**src/rtl/core/glm_pkg.sv**
```systemverilog
// ----------------------------------------------------------------------------
// Grid layer merge package
// Sizes, request and mode codes, and controller/datapath link types.
// ----------------------------------------------------------------------------
package glm_pkg;

   // grid geometry
   localparam int MAX_WIDTH   = 256;
   localparam int MAX_HEIGHT  = 256;
   localparam int STORE_CELLS = MAX_WIDTH * MAX_HEIGHT;
   localparam int ADDR_W      = $clog2(STORE_CELLS);
   localparam int DIM_W       = 9;
   localparam int COORD_W     = 8;
   localparam int CELL_W      = 8;
   localparam int CSR_IDX_W   = 2;
   localparam int CSR_DATA_W  = 9;

   // request codes
   localparam logic [2:0] REQ_WR_LAYER = 3'd0;
   localparam logic [2:0] REQ_RD_LAYER = 3'd1;
   localparam logic [2:0] REQ_WR_MAIN  = 3'd2;
   localparam logic [2:0] REQ_RD_MAIN  = 3'd3;
   localparam logic [2:0] REQ_MERGE    = 3'd4;

   // merge modes
   localparam logic [1:0] MODE_KNOWN = 2'd0;
   localparam logic [1:0] MODE_ALL   = 2'd1;
   localparam logic [1:0] MODE_MAX   = 2'd2;

   // register indexes
   localparam logic [CSR_IDX_W-1:0] CSR_MAP_WIDTH  = 2'd0;
   localparam logic [CSR_IDX_W-1:0] CSR_MAP_HEIGHT = 2'd1;
   localparam logic [CSR_IDX_W-1:0] CSR_NO_INFO    = 2'd2;

   // result status codes
   localparam logic STATUS_DONE    = 1'b0;
   localparam logic STATUS_IGNORED = 1'b1;

   // one request word
   typedef struct packed {
      logic [2:0]         req_type;
      logic [COORD_W-1:0] cell_x;
      logic [COORD_W-1:0] cell_y;
      logic [COORD_W-1:0] end_x;
      logic [COORD_W-1:0] end_y;
      logic [CELL_W-1:0]  cell_value;
      logic [1:0]         merge_mode;
   } glm_item_type;

   // controller to datapath
   typedef struct packed {
      logic load;    // capture the request word
      logic calc;    // form the row base address
      logic access;  // single cell read or write
      logic step;    // issue one merge cell and advance
      logic emit;    // load the result register
   } glm_cmd_type;

   // datapath to controller
   typedef struct packed {
      logic bad;       // request ignored
      logic empty;     // merge region holds no cell
      logic is_merge;  // valid merge request
      logic last;      // current cell is the last of the region
      logic out_free;  // result register can take a word
   } glm_stat_type;

endpackage

```
**src/rtl/core/glm_control.sv**
```systemverilog
// ----------------------------------------------------------------------------
// Grid layer merge controller
// Sequences decode, single cell access, region walk and result hand-off.
// ----------------------------------------------------------------------------
module glm_control (
   input  logic                  clock,
   input  logic                  reset,
   input  logic                  req_valid,
   output logic                  req_ready,
   input  glm_pkg::glm_stat_type stat,
   output glm_pkg::glm_cmd_type  cmd
);

   localparam logic [2:0] ST_IDLE   = 3'd0;
   localparam logic [2:0] ST_DECODE = 3'd1;
   localparam logic [2:0] ST_ACCESS = 3'd2;
   localparam logic [2:0] ST_MERGE  = 3'd3;
   localparam logic [2:0] ST_DRAIN  = 3'd4;
   localparam logic [2:0] ST_RESP   = 3'd5;

   logic [2:0] state_ff, state_in;

   // next state and commands
   always_comb begin
      state_in = state_ff;
      cmd      = '0;
      unique case (state_ff)
         ST_IDLE: begin
            cmd.load = req_valid;
            if (req_valid) state_in = ST_DECODE;
         end
         ST_DECODE: begin
            cmd.calc = 1'b1;
            priority if (stat.bad) state_in = ST_RESP;
            else if (stat.is_merge && stat.empty) state_in = ST_RESP;
            else if (stat.is_merge) state_in = ST_MERGE;
            else state_in = ST_ACCESS;
         end
         ST_ACCESS: begin
            cmd.access = 1'b1;
            state_in   = ST_RESP;
         end
         ST_MERGE: begin
            cmd.step = 1'b1;
            if (stat.last) state_in = ST_DRAIN;
         end
         ST_DRAIN: begin
            state_in = ST_RESP;
         end
         ST_RESP: begin
            cmd.emit = stat.out_free;
            if (stat.out_free) state_in = ST_IDLE;
         end
         default: begin
            state_in = ST_IDLE;
         end
      endcase
   end

   always_ff @(posedge clock) begin
      if (reset) state_ff <= ST_IDLE;
      else       state_ff <= state_in;
   end

   assign req_ready = state_ff == ST_IDLE;

endmodule

```
**config.mk**
```make
export PLATFORM = sky130hd
export DESIGN_NAME = glm_control
export DESIGN_NICKNAME = d
export VERILOG_FILES = /design/src/rtl/core/glm_pkg.sv /design/src/rtl/core/glm_control.sv
export SDC_FILE = /design/constraint.sdc
export NUM_CORES = 1
export LEC_CHECK = 0
export ABC_AREA = 1
export BUFFER_PORTS_ARGS = -buffer_cell sky130_fd_sc_hd__buf_4
export CAP_MARGIN = 5
export CORE_AREA = 2 2 39 41
export DETAILED_ROUTE_END_ITERATION = 12
export DIE_AREA = 0 0 41 43
export PLACE_DENSITY = 0.45
export SETUP_SLACK_MARGIN = 0.5
export SLEW_MARGIN = 25
export SYNTH_ARGS = -nofsm -noshare
export SYNTH_HDL_FRONTEND = slang
export SYNTH_SLANG_ARGS = --single-unit
```
**constraint.sdc**
```tcl
create_clock -name clock -period 1.3 [get_ports clock]
set_clock_uncertainty 0.1 [all_clocks]
set_input_delay 0.325 -clock clock [delete_from_list [all_inputs] [get_ports clock]]
set_output_delay 0.325 -clock clock [all_outputs]
set_load 0.01 [all_outputs]
```
# Yosys cells after proc, flatten, opt, wreduce, memory -nomap -nowiden
# Cells that the tools add are included.
# classes
n_eq_ne	8
mux	12
n_reduce_logical	4
# op_table
cell	n
two-way mux 3 bit	5
one-hot mux 3 bit (5 select lines)	1
== test 3 x 2 -> 1 bit, second input constant	2
== test 3 bit, second input constant	2
two-way mux 1 bit	6
inequality test 2 bit, second input constant	3
== test 3 x 1 -> 1 bit, second input constant	1
zero test 3 bit	1
AND reduction 3 bit	1
OR reduction 2 bit	1
logical AND 1 bit	1
# totals
regBits	3
inputBits	8
output_inout_bits	6

# Logic depth before layout (Yosys ltp)
# Gate-level depths: netlist of the first run.
# logic_depth
word_depth	4
depth_mapped	8

# Worst setup path after synthesis of the first run
# No wires, ideal clock.
# synth_timing
kind	register to output
start	reg state_ff[0]
end	out cmd[4] (netlist bit)
arrival_ns	0.771
required_ns	0.875
path_slack_ns	0.104
stages_incl_launch_ff	5
n_path_buf	1
cell_sequence	dfxtp_1 buf_6 nor2_2 nand2_1 nor2_1
# synth_lines
element	line_no	rtl
from (decl)	glm_control.sv:21	logic [2:0] state_ff, state_in;
from (signal assigned)	glm_control.sv:62	else state_ff <= state_in;
to (decl)	glm_control.sv:11	output glm_pkg::glm_cmd_type cmd

==> impl_metrics.py, run 1 <==
metrics = {
    "outcome": {
        "status": "finished with violations",
        "failed_checks": "negative setup slack",
    },
    "route": {
        "detail_routed_net_length_per_standard_cell_um": 8.54,
        "drt-initial-drc-count": 1,
        "drcViolationCount": 0,
        "routed_wirelength_um": 666,
        "drt-pass1-iter-count": 2,
        "via_count": 334,
        "postRouteAntennaNets": 0,
        "vias_per_cell": 4.28,
    },
    "pwr": {
        "sw_power_uw": 198,
        "p_leak_uw": 0.000259,
        "seq_power_share": 0.224,
        "power.density_cell_area_nw_per_um2": 1060,
        "p_int_uw": 370,
        "comb_power_share": 0.487,
        "ir_drop_mv": 0.419,
        "power.share.clock": 0.290,
        "swShare": 0.349,
    },
    "sta": {
        "rsz_0062_raised_after_global_routing": "true",
        "min_period_ns": 1.43,
        "layout_worst_path_cycle_share": 1.10,
        "clock.fmax_mhz": 699,
        "postLayoutSetupSlackWorst_ns": -0.130,
        "maxSlewViolCount": 0,
        "worstMarginPinSlew_ns": 0.200,
        "final-setup-viol-count": 8,
        "max_slew_margin": 0.866,
        "final-hold-violation-count": 0,
    },
    "synth": {
        "postSynthRegisterBits": 3,
        "ys_seq_area_frac": 0.212,
        "yosys_warnings": 0,
        "postSynthCellCount": 41,
        "synth_compound_area_frac": 0.0708,
        "synth-xor-area-share": 0,
        "post_synthesis_adder_cell_area_fraction": 0,
        "postSynthNetCount": 49,
        "synth.distinct_cells": 17,
        "post-synth-top-area-fraction": 0.212,
        "muxShareOfSynthArea": 0,
        "netlist.top_cell.by_area": "sky130_fd_sc_hd__dfxtp_1",
        "synth_area_per_cell_um2": 6.90,
        "yosys-top-cells-area": "sky130_fd_sc_hd__dfxtp_1 (21%), sky130_fd_sc_hd__bufinv_8 (12%), sky130_fd_sc_hd__nor2_1 (11%)",
        "combinational_family_with_the_most_area_after_synthesis": "simple AND/OR/NAND/NOR gates",
        "yosys.area_share.simple": 0.416,
        "mappedNetlistArea_um2": 283,
    },
    "floorplanning": {
        "initial_core_util": 0.204,
        "top_level_ports": 14,
        "core_area_um2": 1380,
        "core.rowCount": 14,
        "floorplan.die.height_um": 43,
        "die-area_um2": 1760,
        "chipWidth_um": 41,
    },
    "global_route": {
        "grt_antenna_before_repair": 0,
        "globalRouteOverflowTotal": 0,
        "grt_first_pass_wirelength_um": 1080,
        "grt_max_degree": 8,
        "first_global_vias": 315,
        "gr-usage-all-layers": 0.0964,
    },
    "worst_setup_path": {
        "r2r-end": "state_ff[2]",
        "critical_path.max_fanout": 2,
        "timing.critical_path.arrival_ns": 1.01,
        "reg2reg_slack_ns": -0.07,
        "worstPathRequired_ns": 0.88,
        "crit_path_start_kind": "register",
        "r2r_cells": 10,
        "endpoint_kind": "output port",
        "critical_path_class": "reg2out",
        "regToRegStartpoint": "state_ff[0]",
    },
    "clocking": {
        "clock_tree.root_cell": "sky130_fd_sc_hd__clkbuf_4",
        "tritoncts_clock_tree": "built",
        "holdBufCountCts": 0,
        "cts_buffer_depth": 2,
        "htree_num_levels": 1,
        "insertion_delay_ns": 0.23,
        "cts.sink_count": 3,
        "cts-buffers-inserted": 3,
        "cts.reportedPaths.clkPinSlew_ns": 0.04,
    },
    "final_layout": {
        "regMostFlops": "state_ff",
        "top_registers": "state_ff: 3 flops",
        "largest_register_ffs": 3,
        "layout.nets": 71,
        "areaGrowthSynthToFinish_pct": 89.8,
        "drive_above_1_share": 0.694,
        "final_cell_area_excluding_filler_cells_um2": 537,
        "num_antenna_cells": 0,
        "fill_cells": 157,
        "core_occupancy_in_the_finished_layout": 0.388,
    },
    "placed_design": {
        "place_worst_setup_slack_ns": 0.0926,
        "place.detailed.hpwl_um": 492,
        "gp_routability_congestion": 0.755,
        "portBuffers": 13,
        "dpl-instance-area_um2": 458,
    },
    "run": {
        "max_cap_violations": 0,
    },
    "worst_hold_path": {
        "hold_start": "reset",
        "holdCritPathClass": "in2reg",
        "holdPathEnd": "state_ff[1]",
        "hold_path_depth": 2,
    },
}
[repair_timing]
item	in CTS	in global routing
cloned	0	0
endpoints found under the hold margin	0	0
setup endpoints to repair	9	9
pin swaps	3	3
setup buffers	1	1
resized for setup	3	7
[worst max-delay path, stage by stage (launching register included)]
cell and delay (ns):
sky130_fd_sc_hd__dfxtp_2 0.31, sky130_fd_sc_hd__buf_4 0.13, sky130_fd_sc_hd__nor2_4 0.09, sky130_fd_sc_hd__nand2_2 0.07, sky130_fd_sc_hd__nor2_4 0.08, sky130_fd_sc_hd__buf_6 0.10
[cells in the final DEF (no fill, tap or decap)]
| cell | count |
|---|---|
| sky130_fd_sc_hd__buf_4 | 14 |
| sky130_fd_sc_hd__nor2_1 | 5 |
| sky130_fd_sc_hd__buf_6 | 4 |
| sky130_fd_sc_hd__nand2_2 | 3 |
| sky130_fd_sc_hd__nor2_4 | 3 |
| sky130_fd_sc_hd__inv_1 | 3 |
| sky130_fd_sc_hd__nand2_1 | 3 |
| sky130_fd_sc_hd__clkbuf_4 | 3 |
| sky130_fd_sc_hd__inv_2 | 2 |
| sky130_fd_sc_hd__nand3_2 | 2 |
| sky130_fd_sc_hd__bufinv_8 | 2 |
| sky130_fd_sc_hd__nand3_1 | 2 |
| sky130_fd_sc_hd__nor2_2 | 2 |
| sky130_fd_sc_hd__nand4_1 | 2 |
| sky130_fd_sc_hd__a21oi_1 | 2 |
| sky130_fd_sc_hd__dfxtp_4 | 2 |
| sky130_fd_sc_hd__inv_4 | 1 |
| sky130_fd_sc_hd__nor3_4 | 1 |
| sky130_fd_sc_hd__clkinv_8 | 1 |
| sky130_fd_sc_hd__nand3_4 | 1 |
| sky130_fd_sc_hd__o21ai_0 | 1 |
| sky130_fd_sc_hd__o21ai_2 | 1 |
| sky130_fd_sc_hd__clkbuf_1 | 1 |
| sky130_fd_sc_hd__dfxtp_2 | 1 |
[synth_stat cells]
| cell type | instances |
|---|---|
| sky130_fd_sc_hd__bufinv_8 | 2 |
| sky130_fd_sc_hd__nand2_2 | 2 |
| sky130_fd_sc_hd__clkinv_8 | 1 |
| sky130_fd_sc_hd__o21ai_1 | 1 |
| sky130_fd_sc_hd__nand2_1 | 4 |
| sky130_fd_sc_hd__dfxtp_1 | 3 |
| sky130_fd_sc_hd__nor2_2 | 2 |
| sky130_fd_sc_hd__buf_6 | 1 |
| sky130_fd_sc_hd__nand3_2 | 1 |
| sky130_fd_sc_hd__o21ai_0 | 1 |
| sky130_fd_sc_hd__a21oi_1 | 2 |
| sky130_fd_sc_hd__nand4_1 | 2 |
| sky130_fd_sc_hd__nor3_1 | 1 |
| sky130_fd_sc_hd__nand3_1 | 4 |
| sky130_fd_sc_hd__inv_2 | 2 |
| sky130_fd_sc_hd__inv_1 | 4 |
| sky130_fd_sc_hd__nor2_1 | 8 |
[routing by layer]
| layer | part of all wire | wire, um | vias to the layer above | GRT usage |
|---|---|---|---|---|
| met4 | 0 | 0 | 0 | 0.0800 |
| met1 | 0.38 | 253 | 151 | 0.0868 |
| met3 | 0.086 | 57 | 0 | 0.0471 |
| li1 | - | - | 171 | - |
| met5 | 0 | 0 | - | 0 |
| met2 | 0.53 | 355 | 12 | 0.150 |
[how the worst max path moves through the flow]
stage,startpoint,to,slack [ns],cells after the start
5_1_grt,state_ff[0],cmd[4],-0.19,5
4_1_cts,state_ff[0],cmd[4],-0.14,5
3_5_place_dp,state_ff[0],cmd[4],0.09,5
3_3_place_gp,state_ff[0],cmd[4],0.10,5
6_report,state_ff[0],cmd[4],-0.13,5
2_1_floorplan,state_ff[0],cmd[4],0.16,4
[stage by stage]
stage / instances / setup TNS [ns] / hold slack, ns / total power (uW)
after floorplan: 41 / 0 / 0.284 / 268
after global placement: 72 / 0 / 0.383 / 351
after detailed placement: 72 / 0 / 0.385 / 351
after CTS: 77 / -0.746 / 0.135 / 541
after global routing: 78 / -1.21 / 0.139 / 615
final: 78 / -0.739 / 0.141 / 568
[area by class of cell]
class / count / area, um2 / area share
multi-input combinational: 28 / 195 / 0.364
timing repair buffer: 18 / 150 / 0.280
inverter: 9 / 76.3 / 0.142
sequential: 3 / 68.8 / 0.128
clock buffer: 4 / 26.3 / 0.0490
tap: 16 / 20.0 / 0.0373
[cells by family (layout without fill, tap and decap cells)]
| family | after synthesis | count (layout) |
|---|---|---|
| buf+inv | 10 | 31 |
| flops | 3 | 3 |
| simple gates | 24 | 24 |
| compound gates | 4 | 4 |
[power by group through the flow]
| stage | Sequential [uW] | Combinational [uW] | Clock, uW |
|---|---|---|---|
| final | 127 | 277 | 165 |
| after global routing | 130 | 301 | 185 |
| after CTS | 126 | 242 | 173 |
| after detailed placement | 126 | 225 | 0 |
| after global placement | 126 | 224 | 0 |
| after floorplan | 122 | 146 | 0 |
Note: power is estimated with default switching activity, not from simulation.
==> inputs of run 2 (changes only) <==
- SKIP_CTS_REPAIR_TIMING: default -> 1
==> run 2 against run 1 <==
  * The run still ends with negative setup slack left
  * Critical path depth is the same
  * Die area is the same
  * Critical path type unchanged
  * Core utilization shrank 0.36 points
  * Register-to-register slack gained 0.18 ns
  * Cell area shrank 0.93%
  * Non-clock buffer count shrank 1
  * Flip-flop and latch count is the same
  * Power shrank 3.3%
  * Global-route usage shrank 0.50 points
==> impl_metrics.py, run 2 (synthesized netlist as in run 1, its figures left out) <==
metrics = {
    "outcome": {
        "status": "finished with violations",
        "failed_checks": "negative setup slack",
    },
    "placed_design": {
        "gp_routability_congestion": 0.755,
        "portBuffers": 13,
        "placed_cells": 72,
        "place.detailed.hpwl_um": 492,
        "place_worst_setup_slack_ns": 0.0926,
    },
    "sta": {
        "rsz_0062_raised_after_global_routing": "true",
        "postLayoutSetupSlackWorst_ns": -0.129,
        "clock.fmax_mhz": 700,
        "min_period_ns": 1.43,
        "layout_worst_path_cycle_share": 1.10,
        "maxSlewViolCount": 0,
        "max_slew_margin": 0.914,
        "final-hold-violation-count": 0,
        "worstMarginPinSlew_ns": 0.128,
        "final-setup-viol-count": 6,
    },
    "clocking": {
        "insertion_delay_ns": 0.23,
        "htree_num_levels": 1,
        "cts.reportedPaths.clkPinSlew_ns": 0.04,
        "cts_buffer_depth": 2,
        "tritoncts_clock_tree": "built",
        "clock_tree.root_cell": "sky130_fd_sc_hd__clkbuf_4",
        "cts.sink_count": 3,
        "cts-buffers-inserted": 3,
    },
    "worst_setup_path": {
        "r2r-end": "state_ff[2]",
        "worstPathRequired_ns": 0.88,
        "regToRegStartpoint": "state_ff[0]",
        "critical_path.max_fanout": 2,
        "timing.critical_path.arrival_ns": 1.00,
        "startpoint": "state_ff[0]",
        "reg2reg_slack_ns": 0.11,
        "endpoint_kind": "output port",
        "r2r_cells": 8,
        "critical_path_class": "reg2out",
        "crit_path_start_kind": "register",
    },
    "final_layout": {
        "core_occupancy_in_the_finished_layout": 0.384,
        "layout.cells.most_common_list": "sky130_fd_sc_hd__buf_4 (11), sky130_fd_sc_hd__nor2_1 (6), sky130_fd_sc_hd__buf_6 (6), sky130_fd_sc_hd__nand3_2 (4)",
        "regMostFlops": "state_ff",
        "drive_above_1_share": 0.705,
        "num_antenna_cells": 0,
        "layout.nets": 70,
        "top_registers": "state_ff: 3 flops",
        "areaGrowthSynthToFinish_pct": 88.1,
        "stdcell_count": 77,
        "largest_register_ffs": 3,
        "layout_commonest_cell": "sky130_fd_sc_hd__buf_4",
    },
    "worst_hold_path": {
        "hold_path_depth": 2,
        "holdCritPathClass": "in2reg",
        "hold_start": "reset",
        "holdPathEnd": "state_ff[1]",
    },
    "route": {
        "drt-pass1-iter-count": 2,
        "vias_per_cell": 4.13,
        "routed_wirelength_um": 613,
        "via_count": 318,
        "drcViolationCount": 0,
        "drt-initial-drc-count": 2,
        "detail_routed_net_length_per_standard_cell_um": 7.96,
        "postRouteAntennaNets": 0,
    },
    "floorplanning": {
        "top_level_ports": 14,
        "core.rowCount": 14,
        "floorplan.die.height_um": 43,
        "core_area_um2": 1380,
        "initial_core_util": 0.204,
        "chipWidth_um": 41,
        "die-area_um2": 1760,
    },
    "global_route": {
        "grt_antenna_before_repair": 0,
        "globalRouteOverflowTotal": 0,
        "grt_first_pass_wirelength_um": 1010,
        "grt_max_degree": 8,
        "gr-usage-all-layers": 0.0914,
        "first_global_vias": 298,
    },
    "run": {
        "max_cap_violations": 0,
    },
    "pwr": {
        "p_leak_uw": 0.000254,
        "power.density_cell_area_nw_per_um2": 1030,
        "ir_drop_mv": 0.433,
    },
}
==> run 2: area by class of cell <==
class                           count  area, um2
Timing Repair Buffer               17        150
Tap cell                           16       20.0
Multi-Input combinational cell     28        190
Sequential cell                     3       68.8
Clock buffer                        4       26.3
Inverter                            9       76.3
Fill cell                         153        852
==> run 2: how the worst max path moves through the flow <==
stage / endpoint / slack (ns) / cells past startpoint
2_1_floorplan: cmd[4] / 0.16 / 4
3_3_place_gp: cmd[4] / 0.10 / 5
3_5_place_dp: cmd[4] / 0.09 / 5
4_1_cts: cmd[4] / -0.17 / 5
5_1_grt: cmd[4] / -0.19 / 5
6_report: cmd[4] / -0.13 / 5
==> run 2: critical path, cell delays in order (launching register included) <==
cell and delay (ns):
sky130_fd_sc_hd__dfxtp_2 0.32, sky130_fd_sc_hd__buf_6 0.11, sky130_fd_sc_hd__nor2_4 0.08, sky130_fd_sc_hd__nand2_2 0.08
sky130_fd_sc_hd__nor2_4 0.08, sky130_fd_sc_hd__buf_6 0.10
==> run 2: where the power goes <==
part | leakage (uW) | switching, uW | internal [uW]
logic | 0.000213 | 120 | 139
registers | 0.0000264 | 20.3 | 107
clock network | 0.0000150 | 49.0 | 115
==> run 2: layer usage <==
layer	track usage	share of wire	up-vias
li1	-	-	168
met1	0.0804	0.41	138
met2	0.141	0.50	12
met3	0.0471	0.090	0
met4	0.0800	0	0
met5	0	0	-
==> run 2: metrics by stage <==
stage          power (uW)  area (um2)  hold slack (ns)  setup TNS, ns
3_3_place_gp          351         458            0.383              0
5_1_grt               596         532            0.136         -0.908
6_report              550         532            0.142         -0.575
2_1_floorplan         268         329            0.284              0
4_1_cts               523         484            0.135         -0.806
3_5_place_dp          351         458            0.385              0
==> inputs of run 3 (changes only) <==
- ABC_AREA: 1 -> default
- PLACE_DENSITY: 0.45 -> 0.42
==> run 3 against run 2 <==
  * The flow still finishes with violations (negative setup slack)
  * Combinational power rose by 82%
  * Setup slack got worse by 0.11 ns
  * Global-route usage rose by 0.58 points
  * Power increased by 45%
  * Via count down 1.9%
  * Maximum frequency decreased by 6.9%
  * Highest routed layer is now met4
==> impl_metrics.py, run 3 <==
metrics = {
    "floorplanning": {
        "core_area_um2": 1380,
        "die-area_um2": 1760,
        "chipWidth_um": 41,
        "initial_core_util": 0.172,
        "core.rowCount": 14,
        "top_level_ports": 14,
        "floorplan.die.height_um": 43,
    },
    "synth": {
        "synth.top_cells.by_count": "sky130_fd_sc_hd__a21oi_1 (3), sky130_fd_sc_hd__dfxtp_1 (3), sky130_fd_sc_hd__buf_2 (2), sky130_fd_sc_hd__inv_1 (2), sky130_fd_sc_hd__nor3b_1 (2)",
        "postSynthRegisterBits": 3,
        "yosys_warnings": 0,
        "synth_flop_cell": "sky130_fd_sc_hd__dfxtp_1",
        "yosys-top-cells-area": "sky130_fd_sc_hd__dfxtp_1 (25%), sky130_fd_sc_hd__a21oi_1 (6.3%), sky130_fd_sc_hd__nor3b_1 (6.3%)",
        "postSynthCellCount": 28,
        "postSynthNetCount": 36,
        "synth_enable_flop_cells": 0,
        "mappedNetlistArea_um2": 238,
        "synth_area_per_cell_um2": 8.49,
        "ys_seq_area_frac": 0.253,
        "post-synth-top-area-fraction": 0.253,
        "netlist.top_cell.by_area": "sky130_fd_sc_hd__dfxtp_1",
        "asyncSetResetFlopFracSynth": 0,
        "synth.distinct_cells": 21,
    },
    "final_layout": {
        "multi_input_comb_area_um2": 184,
        "layout.cells.most_common_list": "sky130_fd_sc_hd__buf_4 (19), sky130_fd_sc_hd__a21oi_1 (3), sky130_fd_sc_hd__clkbuf_4 (3), sky130_fd_sc_hd__buf_6 (3), sky130_fd_sc_hd__dfxtp_2 (2)",
        "largest_register_ffs": 3,
        "layout_commonest_cell": "sky130_fd_sc_hd__buf_4",
        "stdcell_count": 69,
        "layout.nets": 62,
        "regMostFlops": "state_ff",
        "num_antenna_cells": 0,
        "regArea_um2": 66.3,
        "core_occupancy_in_the_finished_layout": 0.380,
        "drive_above_1_share": 0.679,
        "top_registers": "state_ff: 3 flops",
        "fill_cells": 159,
        "areaGrowthSynthToFinish_pct": 121,
    },
    "global_route": {
        "grt_antenna_before_repair": 0,
        "first_global_vias": 274,
        "globalRouteOverflowTotal": 0,
        "grt_first_pass_wirelength_um": 1150,
        "grt_max_degree": 10,
        "gr-usage-all-layers": 0.0972,
    },
    "route": {
        "drt-pass1-iter-count": 3,
        "drcViolationCount": 0,
        "drt-initial-drc-count": 3,
        "via_count": 312,
        "detail_routed_net_length_per_standard_cell_um": 11.6,
        "vias_per_cell": 4.52,
        "routed_wirelength_um": 797,
        "postRouteAntennaNets": 0,
    },
    "outcome": {
        "status": "finished with violations",
        "failed_checks": "negative setup slack",
    },
    "worst_setup_path": {
        "reg2reg_slack_ns": -0.11,
        "r2r-end": "state_ff[1]",
        "endpoint_kind": "output port",
        "startpoint": "state_ff[0]",
        "worstPathRequired_ns": 0.88,
        "worst_path_dominant_cell_family": "flip-flops",
        "worst_path_max_delay_cell": "sky130_fd_sc_hd__dfxtp_4",
        "critical_path.max_fanout": 3,
        "timing.critical_path.arrival_ns": 1.11,
        "r2r_cells": 4,
        "critical_path_class": "reg2out",
        "critical_path_cell_count": 4,
        "setup.worst_path.end": "cmd[4]",
        "path_buf_inv": 2,
        "crit_path_start_kind": "register",
        "regToRegStartpoint": "state_ff[0]",
        "largest_incremental_delay_on_the_critical_path_ns": 0.35,
        "critPathMostFrequentCell": "sky130_fd_sc_hd__buf_6",
        "critical_path.cell_chain": "buf_6 > nor3_4 > and2_4 > buf_6",
    },
    "sta": {
        "layout_worst_path_cycle_share": 1.18,
        "final-hold-violation-count": 0,
        "maxSlewViolCount": 0,
        "min_period_ns": 1.53,
        "final-setup-viol-count": 9,
        "max_slew_margin": 0.801,
        "clock.fmax_mhz": 652,
        "worstMarginPinSlew_ns": 0.295,
        "rsz_0062_raised_after_global_routing": "true",
        "postLayoutSetupSlackWorst_ns": -0.234,
    },
    "placed_design": {
        "place.detailed.hpwl_um": 576,
        "gp_routability_congestion": 0.799,
        "placed_cells": 62,
        "portBuffers": 13,
    },
    "pwr": {
        "power.density_cell_area_nw_per_um2": 1520,
        "ir_drop_mv": 0.462,
        "p_leak_uw": 0.000243,
        "comb_power_share": 0.593,
        "swShare": 0.327,
        "power.share.clock": 0.200,
        "sw_power_uw": 260,
        "p_int_uw": 536,
        "seq_power_share": 0.207,
    },
    "worst_hold_path": {
        "holdCritPathClass": "in2reg",
    },
    "clocking": {
        "tritoncts_clock_tree": "built",
        "cts-buffers-inserted": 3,
        "cts_buffer_depth": 2,
        "cts.sink_count": 3,
        "cts.reportedPaths.clkPinSlew_ns": 0.03,
        "insertion_delay_ns": 0.23,
        "clock_tree.root_cell": "sky130_fd_sc_hd__clkbuf_4",
        "htree_num_levels": 1,
    },
    "run": {
        "max_cap_violations": 0,
    },
}
-- run 3: cell count changes in the layout (fill, tap and decap cells not counted), moves of 3 or more --
cell	delta
sky130_fd_sc_hd__buf_4	+8
sky130_fd_sc_hd__buf_6	-3
sky130_fd_sc_hd__nand2_1	-3
sky130_fd_sc_hd__nand2_2	-3
sky130_fd_sc_hd__nand3_2	-4
sky130_fd_sc_hd__nor2_1	-5
sky130_fd_sc_hd__nor2_4	-3
-- run 3: stage by stage --
stage               hold slack, ns  area (um2)  total power (uW)  worst slack, ns  setup TNS, ns
floorplan                    0.320         278               391           0.0327              0
global placement             0.438         435               557          -0.0501         -0.182
detailed placement           0.436         435               559          -0.0655         -0.215
CTS                          0.188         462               731           -0.295          -1.65
global route                 0.203         526               843           -0.274          -1.74
finish                       0.201         526               797           -0.234          -1.38
-- run 3: final cells by class --
class / count / area share
multi-input combinational: 20 / 0.350
timing repair buffer: 24 / 0.421
tap: 16 / 0.0381
inverter: 2 / 0.0143
clock buffer: 4 / 0.0500
sequential: 3 / 0.126
-- run 3: how the worst min path moves through the flow --
stage                     start           to  cells past startpoint
final                     reset  state_ff[2]                      2
after global routing      reset  state_ff[2]                      2
after CTS                 reset  state_ff[2]                      2
after detailed placement  reset  state_ff[2]                      2
after global placement    reset  state_ff[2]                      2
after floorplan           reset  state_ff[2]                      1
-- run 3: cell families after synthesis --
logic type      Yosys count  share of synthesized area
buf+inv                   5                     0.0895
simple gates             11                      0.353
flops                     3                      0.253
compound gates            9                      0.305
-- run 3: layer usage --
metal,GRT usage,part of all wire
met5,0,0
met4,0.0800,0.0075
met3,0.0157,0.056
met2,0.141,0.54
met1,0.118,0.40
-- run 3: worst reg2reg max path, cell delays in order (launching register included) --
cell and delay (ns):
sky130_fd_sc_hd__dfxtp_4 0.35, sky130_fd_sc_hd__buf_4 0.14, sky130_fd_sc_hd__or4_4 0.46, sky130_fd_sc_hd__o211ai_4 0.10, sky130_fd_sc_hd__o2111a_1 0.20
-- run 3: power by group through the flow --
stage / clock network [uW] / registers (uW) / logic [uW]
4_1_cts: 172 / 159 / 400
3_3_place_gp: 0 / 160 / 397
3_5_place_dp: 0 / 160 / 399
5_1_grt: 172 / 169 / 502
2_1_floorplan: 0 / 135 / 256
6_report: 159 / 165 / 472
